$ cat src/sv/ialu_pkg.sv
// Package for the integer ALU with gcd and lcm: widths, command and status codes,
// and sequencer state type. No dependencies.
`default_nettype none
package ialu_pkg;
  localparam int unsigned DATA_WIDTH = 32;
  localparam int unsigned CNT_W = $clog2(DATA_WIDTH + 1);

  typedef enum logic [2:0] {
    CMD_ADD = 3'd0, CMD_SUB = 3'd1, CMD_MUL = 3'd2,
    CMD_DIV = 3'd3, CMD_GCD = 3'd4, CMD_LCM = 3'd5
  } cmd_t;

  typedef enum logic [2:0] {
    ST_OK = 3'd0, ST_DIV0 = 3'd1, ST_NONPOS = 3'd2,
    ST_UNKNOWN = 3'd3, ST_LCM_OVF = 3'd4
  } status_t;

  typedef enum logic [2:0] {
    S_IDLE, S_MUL, S_DIV, S_GCD, S_LCMDIV, S_LCMMUL, S_DONE
  } state_t;
endpackage
`default_nettype wire

$ cat src/sv/integer_alu_with_gcd_lcm.sv
// Integer ALU with gcd and lcm: top level with its sequencer and one shared
// shift/subtract datapath. Depends on ialu_pkg.
`default_nettype none
// Add and subtract are computed when the command is accepted. Multiply and
// divide each take one shift-add or shift-subtract step per operand bit (32
// steps). Gcd runs Euclid, each remainder through the same 32-step divider.
// Lcm is gcd, then a/gcd by the divider, then a 32-step multiply with an
// overflow check. The block takes a new item only after the previous result
// has been taken.
module integer_alu_with_gcd_lcm import ialu_pkg::*; (
  input  wire logic                         clk,
  input  wire logic                         rst_n,
  input  wire logic                         in_valid,
  output logic                              in_ready,
  input  wire logic signed [DATA_WIDTH-1:0] in_operand_a,
  input  wire logic signed [DATA_WIDTH-1:0] in_operand_b,
  input  wire logic [2:0]                   in_command,
  output logic                              out_valid,
  input  wire logic                         out_ready,
  output logic signed [DATA_WIDTH-1:0]      out_result_value,
  output logic [2:0]                        out_status
);
  localparam int unsigned W = DATA_WIDTH;

  state_t         state_r, state_nxt;
  logic [W-1:0]   a_r, a_nxt;      // original a (lcm)
  logic [W-1:0]   b_r, b_nxt;      // original b / multiplicand
  logic [W-1:0]   x_r, x_nxt;      // dividend/quotient or multiplier shift
  logic [W-1:0]   y_r, y_nxt;      // divisor
  logic [W:0]     rem_r, rem_nxt;  // partial remainder or widened lcm product
  logic [CNT_W-1:0] cnt_r, cnt_nxt;
  logic           neg_r, neg_nxt;
  logic           ovf_r, ovf_nxt;
  logic [W-1:0]   res_r, res_nxt;
  logic [2:0]     st_r, st_nxt;

  logic [W-1:0]   mag_a, mag_b;
  logic [W:0]     shifted, diff;   // shared shift/subtract unit
  logic [W:0]     addsum;
  logic [W:0]     maxpos;

  assign mag_a = in_operand_a[W-1] ? (~in_operand_a + 1'b1) : in_operand_a;
  assign mag_b = in_operand_b[W-1] ? (~in_operand_b + 1'b1) : in_operand_b;
  assign maxpos = {2'b00, {(W-1){1'b1}}};

  // Divide steps share one subtractor (remainder minus divisor), and both
  // multiply loops share one adder (product doubled plus multiplicand).
  assign shifted = {rem_r[W-1:0], x_r[W-1]};
  assign diff    = shifted - {1'b0, y_r};
  assign addsum  = {1'b0, res_r[W-2:0], 1'b0} + {1'b0, b_r};

  always_comb begin
    state_nxt = state_r;
    unique case (state_r)
      S_IDLE: begin
        if (in_valid) begin
          unique case (in_command) inside
            CMD_MUL: state_nxt = S_MUL;
            CMD_DIV: state_nxt = (in_operand_b == '0) ? S_DONE : S_DIV;
            CMD_GCD, CMD_LCM: begin
              if (in_operand_a[W-1] || in_operand_b[W-1] ||
                  in_operand_a == '0 || in_operand_b == '0) begin
                state_nxt = S_DONE;
              end else begin
                state_nxt = S_GCD;
              end
            end
            default: state_nxt = S_DONE;
          endcase
        end
      end
      S_MUL:    if (cnt_r == CNT_W'(W - 1)) state_nxt = S_DONE;
      S_DIV:    if (cnt_r == CNT_W'(W - 1)) state_nxt = S_DONE;
      S_GCD: begin
        if (cnt_r == CNT_W'(W - 1)) begin
          // Remainder of this round is diff or shifted, picked below.
          if ((diff[W] ? shifted : diff) == '0) begin
            state_nxt = (st_r == ST_NONPOS) ? S_LCMDIV : S_DONE;
          end
        end
      end
      S_LCMDIV: if (cnt_r == CNT_W'(W - 1)) state_nxt = S_LCMMUL;
      S_LCMMUL: if (cnt_r == CNT_W'(W - 1)) state_nxt = S_DONE;
      S_DONE:   if (out_ready) state_nxt = S_IDLE;
      default:  state_nxt = S_IDLE;
    endcase
  end

  always_comb begin
    a_nxt = a_r; b_nxt = b_r; x_nxt = x_r; y_nxt = y_r; rem_nxt = rem_r;
    cnt_nxt = cnt_r; neg_nxt = neg_r; ovf_nxt = ovf_r;
    res_nxt = res_r; st_nxt = st_r;
    unique case (state_r)
      S_IDLE: begin
        cnt_nxt = '0;
        ovf_nxt = 1'b0;
        rem_nxt = '0;
        a_nxt   = in_operand_a;
        st_nxt  = ST_OK;
        res_nxt = '0;
        unique case (in_command) inside
          CMD_ADD: res_nxt = in_operand_a + in_operand_b;
          CMD_SUB: res_nxt = in_operand_a - in_operand_b;
          CMD_MUL: begin
            b_nxt = in_operand_a;
            x_nxt = in_operand_b;
          end
          CMD_DIV: begin
            if (in_operand_b == '0) st_nxt = ST_DIV0;
            x_nxt   = mag_a;
            y_nxt   = mag_b;
            neg_nxt = in_operand_a[W-1] ^ in_operand_b[W-1];
          end
          CMD_GCD, CMD_LCM: begin
            x_nxt = in_operand_a;
            y_nxt = in_operand_b;
            b_nxt = in_operand_b;
            if (in_operand_a[W-1] || in_operand_b[W-1] ||
                in_operand_a == '0 || in_operand_b == '0) begin
              st_nxt = ST_NONPOS;
              res_nxt = '0;
            end else if (in_command == CMD_LCM) begin
              // Mark lcm in flight; replaced by ok or lcm overflow before the result.
              st_nxt = ST_NONPOS;
            end
          end
          default: st_nxt = ST_UNKNOWN;
        endcase
      end
      S_MUL: begin
        // Left to right: product = product*2 + (bit ? b : 0), low W bits.
        cnt_nxt = cnt_r + 1'b1;
        x_nxt   = {x_r[W-2:0], 1'b0};
        res_nxt = x_r[W-1] ? addsum[W-1:0] : {res_r[W-2:0], 1'b0};
      end
      S_DIV, S_GCD, S_LCMDIV: begin
        // Restoring division step; quotient bits shift into x.
        cnt_nxt = cnt_r + 1'b1;
        rem_nxt = diff[W] ? shifted : diff;
        x_nxt   = {x_r[W-2:0], ~diff[W]};
        if (cnt_r == CNT_W'(W - 1)) begin
          cnt_nxt = '0;
          rem_nxt = '0;
          if (state_r == S_DIV) begin
            res_nxt = neg_r ? (~{x_r[W-2:0], ~diff[W]} + 1'b1)
                            : {x_r[W-2:0], ~diff[W]};
          end else if (state_r == S_GCD) begin
            if ((diff[W] ? shifted : diff) == '0) begin
              // y holds the gcd; set up a / gcd for lcm.
              res_nxt = y_r;
              x_nxt   = a_r;
            end else begin
              x_nxt = y_r;
              y_nxt = (diff[W] ? shifted[W-1:0] : diff[W-1:0]);
            end
          end else begin
            // Quotient a/g goes to x as multiplier, product from zero.
            res_nxt = '0;
            x_nxt   = {x_r[W-2:0], ~diff[W]};
          end
        end
      end
      S_LCMMUL: begin
        // Exact shift-add of q*b with overflow tracking above maxpos.
        cnt_nxt = cnt_r + 1'b1;
        x_nxt   = {x_r[W-2:0], 1'b0};
        if (res_r[W-1] || res_r[W-2]) begin
          if (x_r[W-1] || (x_r[W-2:0] != '0)) ovf_nxt = 1'b1;
        end
        rem_nxt = x_r[W-1] ? addsum : {1'b0, res_r[W-2:0], 1'b0};
        if (rem_nxt > maxpos) ovf_nxt = 1'b1;
        res_nxt = rem_nxt[W-1:0];
        if (cnt_r == CNT_W'(W - 1)) begin
          if (ovf_nxt) begin
            st_nxt = ST_LCM_OVF;
            res_nxt = '0;
          end else begin
            st_nxt = ST_OK;
          end
        end
      end
      S_DONE: ;
      default: ;
    endcase
  end

  always_ff @(posedge clk) begin
    if (!rst_n) begin
      state_r <= S_IDLE;
    end else begin
      state_r <= state_nxt;
    end
    a_r <= a_nxt; b_r <= b_nxt; x_r <= x_nxt; y_r <= y_nxt; rem_r <= rem_nxt;
    cnt_r <= cnt_nxt; neg_r <= neg_nxt; ovf_r <= ovf_nxt;
    res_r <= res_nxt; st_r <= st_nxt;
  end

  always_comb begin
    in_ready         = (state_r == S_IDLE);
    out_valid        = (state_r == S_DONE);
    out_result_value = res_r;
    out_status       = st_r;
  end
endmodule
`default_nettype wire
$ cat config.mk
export PLATFORM = sky130hd
export DESIGN_NAME = integer_alu_with_gcd_lcm
export DESIGN_NICKNAME = d
export VERILOG_FILES = /design/src/sv/ialu_pkg.sv /design/src/sv/integer_alu_with_gcd_lcm.sv
export SDC_FILE = /design/constraint.sdc
export NUM_CORES = 1
export LEC_CHECK = 0
export BUFFER_PORTS_ARGS = -buffer_cell sky130_fd_sc_hd__buf_2
export CAP_MARGIN = 20
export CORE_ASPECT_RATIO = 1.2
export CORE_MARGIN = 10
export CORE_UTILIZATION = 45
export CTS_CLUSTER_DIAMETER = 100
export DETAILED_ROUTE_END_ITERATION = 7
export SLEW_MARGIN = 20
export SYNTH_ARGS = -nofsm -noshare
export SYNTH_HDL_FRONTEND = slang
export SYNTH_SLANG_ARGS = --single-unit
$ cat constraint.sdc
create_clock -name clk -period 9.35 [get_ports clk]
set_input_delay 1.87 -clock clk [delete_from_list [all_inputs] [get_ports clk]]
set_output_delay 1.87 -clock clk [all_outputs]
set_load 0.02 [all_outputs]
# Word-level counts from Yosys, hierarchy flattened
# Index checks and enable logic that the tools add are counted.
# totals
ff_bits	206
input_bits	71
elab_cells	136
# classes
add_sub_neg	8
magnitude_cmp	1
eq_ne	27
n_mux	55
bitwise	5
n_reduce_logical	29
# op_table
operator	count
$mux 32	20
$pmux 32 s3	3
$pmux 32 s2	4
$pmux 32 s4	1
$add 32x1->32 const B	3
$not 32->32	3
$mux 33	2
$logic_not 32->1	2
$add 32x32->33	1
$gt 33x31->1 const B	1
$logic_not 33->1	1
$sub 33x32->33	1
$add 32x32->32	1
$sub 32x32->32	1
$reduce_bool 31->1	1
$mux 3	10
$pmux 6 s3	1
$ne 2x2->1 const B	8
$eq 3x2->1 const B	5
$eq 3x3->1 const B	5
$pmux 3 s5	1
$reduce_and 6->1	2
$pmux 3 s3	1
$reduce_or 3->1	3
other kinds (23)	44

# Longest topological paths before layout
# depth
word_depth	9
ltp_mapped	28

# Worst setup path after synthesis
# OpenSTA, ideal clock, no wires.
# synth_path
kind	register to register
startpoint	reg x_r[31]
endpoint	reg y_r[0], enable pin
setup_ps	433
arrival_ps	6766
t_required_ps	8917
path_slack_ps	2151
path_stages_with_launch	27
path_cell_list	edfxtp_1 -> clkbuf_1 -> inv_1 -> clkbuf_1 -> ha_1 -> fa_1 -> nand2b_1 -> a21oi_2 -> o211ai_2 -> and4_1 -> nor2_1 -> a21oi_1 -> o21bai_1 -> a21o_1 -> a21o_1 -> ha_1 -> buf_2 -> buf_2 -> buf_2 -> buf_1 -> clkbuf_1 -> nor3_1 -> a31oi_1 -> clkbuf_1 -> clkbuf_1 -> nor3_1 -> o22ai_1
# synth_between
elab_chain_len	5
# synth_rtl
item	line	rtl
start: declaration	integer_alu_with_gcd_lcm.sv:28	logic [W-1:0] x_r, x_nxt;
start signal: assignment	integer_alu_with_gcd_lcm.sv:193	a_r <= a_nxt; b_r <= b_nxt; x_r <= x_nxt; y_r <= y_nxt; rem_r <= rem_nxt;
$sub 33x32->33	integer_alu_with_gcd_lcm.sv:49	assign diff = shifted - {1'b0, y_r};
$mux 33 *	integer_alu_with_gcd_lcm.sv:148	if ((diff[W] ? shifted : diff) == '0) begin
$logic_not 33->1 *	integer_alu_with_gcd_lcm.sv:148	
$ne 2x2->1 (no source line) *	n/a	
$reduce_and 6->1 (no source line) *	n/a	
end signal: assignment	integer_alu_with_gcd_lcm.sv:193	
end: declaration	integer_alu_with_gcd_lcm.sv:29	logic [W-1:0] y_r, y_nxt;
# Mark *: on every way between the ends. The rest lies on a longest branch, timed or not.
# A chain may end at the register's enable or synchronous reset.

# Final worst setup path
# layout_path
startpoint	reg x_r[31]
endpoint	reg res_r[11], in the netlist out_result_value[11], enable pin
# layout_between
elab_chain_len	5
# layout_rtl
item	line	rtl
$sub 33x32->33	integer_alu_with_gcd_lcm.sv:49	
$mux 33 *	integer_alu_with_gcd_lcm.sv:148	
$logic_not 33->1 *	integer_alu_with_gcd_lcm.sv:148	
$ne 4x4->1 (no source line) *	n/a	
$reduce_and 3->1 (no source line) *	n/a	
end signal: assignment	integer_alu_with_gcd_lcm.sv:195	res_r <= res_nxt; st_r <= st_nxt;
end: declaration	integer_alu_with_gcd_lcm.sv:34	logic [W-1:0] res_r, res_nxt;
# Marks and branches as above.

==> flow_summary.ini <==
[flow_run]
cap_violations = 0

[timing]
setup_violations = 0
period_share_pct = 85.1
period_minus_slack_ns = 7.96
slew-limit-headroom_pct = 28.2
worstMarginPinSlew_ns = 1.08
final.setup.tns_ns = 0
finClkSkew_ns = 0.0182
grt_setup_unrepaired = false
drv_slew = 0
finalHoldViolCount = 0
hold_slack_ns = 0.605
fmax_ghz = 0.126

[yosys]
ys_top_cells_by_area = edfxtp_1 33%, ha_1 6.8%, nand2_1 4.9%, a21oi_1 4.5%, xnor2_1 4.5%
synth.avg_cell_area_sq_um = 8.33
synth-main-ff-cell = edfxtp_1
synth-edff-count = 203
synth-async-reset-ratio_pct = 0
yosysMostFrequentCell = nand2_1
yosys.cell_types.count = 94
yosys-top-cells-count = 243 x nand2_1, 223 x nor2_1, 203 x edfxtp_1, 169 x a21oi_1, 152 x o21ai_0
syn_area_sq_um = 18700
ys_ff_latch = 206
ys_warn_count = 0
yosys.area.top_type = edfxtp_1
syn_nets = 2421
yosys.area.top_type_share_pct = 32.6
postSynthCellCount = 2246
seq_area_frac_synth_pct = 32.9

[placed_design]
dpl.cell_count = 2784
place.detailed.hpwl_mm = 63.5
io_buffers = 107
gp_congestion = 0.996

[die]
core_area_sq_um = 40900
pin_count = 108
num_rows = 81
die-area_sq_um = 50200
die_y_um = 243
start_util_pct = 45.7
die_w_um = 206

[final_layout]
finalNonFillerCells = 2828
syn_to_final_growth_pct = 9.66
final_layout_size_suffix_gt1_share_pct = 9.83
final_core_util_pct = 50.1
nets = 2447
diodes = 0

[worst_setup_path]
critPathMaxStageDelay_ns = 0.84
cp_slowest_cell = and3_2
cp-start-kind = flop
crit_path_end_kind = flop
crit_fanout = 36
critPathKind = flop to flop
critical_path_required_ns = 9.53
crit_chain = inv_1 -> ha_1 -> fa_1 -> nand2b_1 -> a21oi_2 -> o211ai_2 -> and4_1 -> nor2_1 -> a21oi_1 -> o21bai_1 -> a21o_1 -> a21o_1 -> ha_2 -> inv_2 -> a211o_1 -> nor3b_1 -> and4_1 -> nand4_1 -> a2111oi_0 -> nand4_1 -> or4_1 -> buf_4 -> o31ai_1 -> and3_2
cp.arrival_ns = 8.14

[pwr]
p_per_area_nw_per_um2 = 402
finalPower_mw = 8.26
p_leak_nw = 8.23
vdd_drop_max_uv = 283

[grt]
grt_overflow_total = 0
grt.total_usage_pct = 31.8
grt_pass1_wl_mm = 120
grt_pass1_vias = 17800
grt_max_degree = 58
antenna_found_initial = 0

[clocking]
clkLatencyLatePin_ns = 0.56
postCtsHoldBufs = 0
cts.sinks = 206
tritoncts = done
clock-root-buffer = clkbuf_16
cts_inserted_buffers = 25
post-cts-setup-buffers = 0
clockBufferDepth = 3
post_cts_resized = 0
htreeDepth = 1
clk_pin_slew_ns = 0.07

[routing]
vias_per_cell = 6.82
ant_nets = 0
totalWireLength_mm = 82.4
wl_per_cell_um = 29.2
first_pass_iters = 7
first_iter_violations = 2907
vias = 19300
drc_errors = 0

[status]
status = finished, final reports clean

[worst_hold_path]
hp-class = flop to flop
## power by group
group	internal, mW	leakage [nW]	switching [mW]
clock	0.570	0.384	0.432
combinational	1.64	5.76	3.56
sequential	1.69	2.08	0.375
total	3.89	8.23	4.36
## sequential cells by signal (all words and copies together) (netlist names)
signal	cells
neg_r	1
ovf_r	1
x_r	32
state_r	3
b_r	32
out_result_value	32
out_status	3
rem_r	32
cnt_r	6
y_r	32
a_r	32
## path summary, 6_finish.rpt
| kind | from | to | slack, ns | depth (start not counted) |
|---|---|---|---|---|
| worst max-delay path | x_r[31] | out_result_value[11] | 1.39 | 24 |
| worst min-delay path | b_r[0] | out_result_value[0] | 0.60 | 1 |
| worst max register to register | x_r[31] | out_result_value[11] | 1.39 | 24 |
| worst min register to register | b_r[0] | out_result_value[0] | 0.60 | 1 |
## routing by layer
metal / GRT usage (%) / vias to the layer above / routed length [um]
li1: - / 8506 / -
met1: 42.2 / 9297 / 32700
met2: 48.4 / 1283 / 36300
met3: 6.48 / 213 / 8730
met4: 15.3 / 0 / 4630
met5: 0 / - / 0
## layout by cell type, fill, tap and decap left out, types with 34 or more instances in the layout
cell type	count
mux2i_1	42
xnor2_1	96
a21oi_1	168
nor3_1	53
and3_1	44
nor2b_1	34
ha_1	100
o21ai_0	151
edfxtp_1	203
nor2_1	219
nand2_1	243
inv_1	76
buf_2	107
a21o_1	44
nand3_1	86
xor2_1	52
## layout make-up
cell class,count,area (sq um)
Multi-Input combinational cell,1824,11800
Timing Repair Buffer,138,781
Clock inverter,16,160
Clock buffer,28,637
Sequential cell,206,6160
Fill cell,4104,20400
Inverter,77,289
Tap cell,539,674
## stage by stage
step / setup slack (ns) / instance area (sq um)
after floorplan: 2.15 / 18700
after global placement: 1.68 / 19700
after detailed placement: 1.55 / 19700
after CTS: 1.50 / 20500
after global routing: 0.893 / 20500
final: 1.39 / 20500
## worst max-delay path: cells and delay by family, from the launching register on
kind            cells  cell delay [ns]
compound gates      9             1.93
fa+ha+maj           3             1.16
buf+inv             3             1.18
simple gates        9             2.85
flops               1             0.38
## kinds of logic (layout without fill, tap and decap cells)
family | count (synthesis) | after routing | synth area share (%)
buffers and inverters | 216 | 259 | 4.43
XOR/XNOR | 148 | 148 | 6.93
adder cells (fa/ha/maj) | 104 | 104 | 7.08
AO/OA/AOI/OAI | 694 | 694 | 25.0
AND/OR/NAND/NOR | 832 | 832 | 21.2
multiplexers | 46 | 46 | 2.49
flip-flops | 206 | 206 | 32.9
No activity file was read; power rests on OpenSTA's default activity.
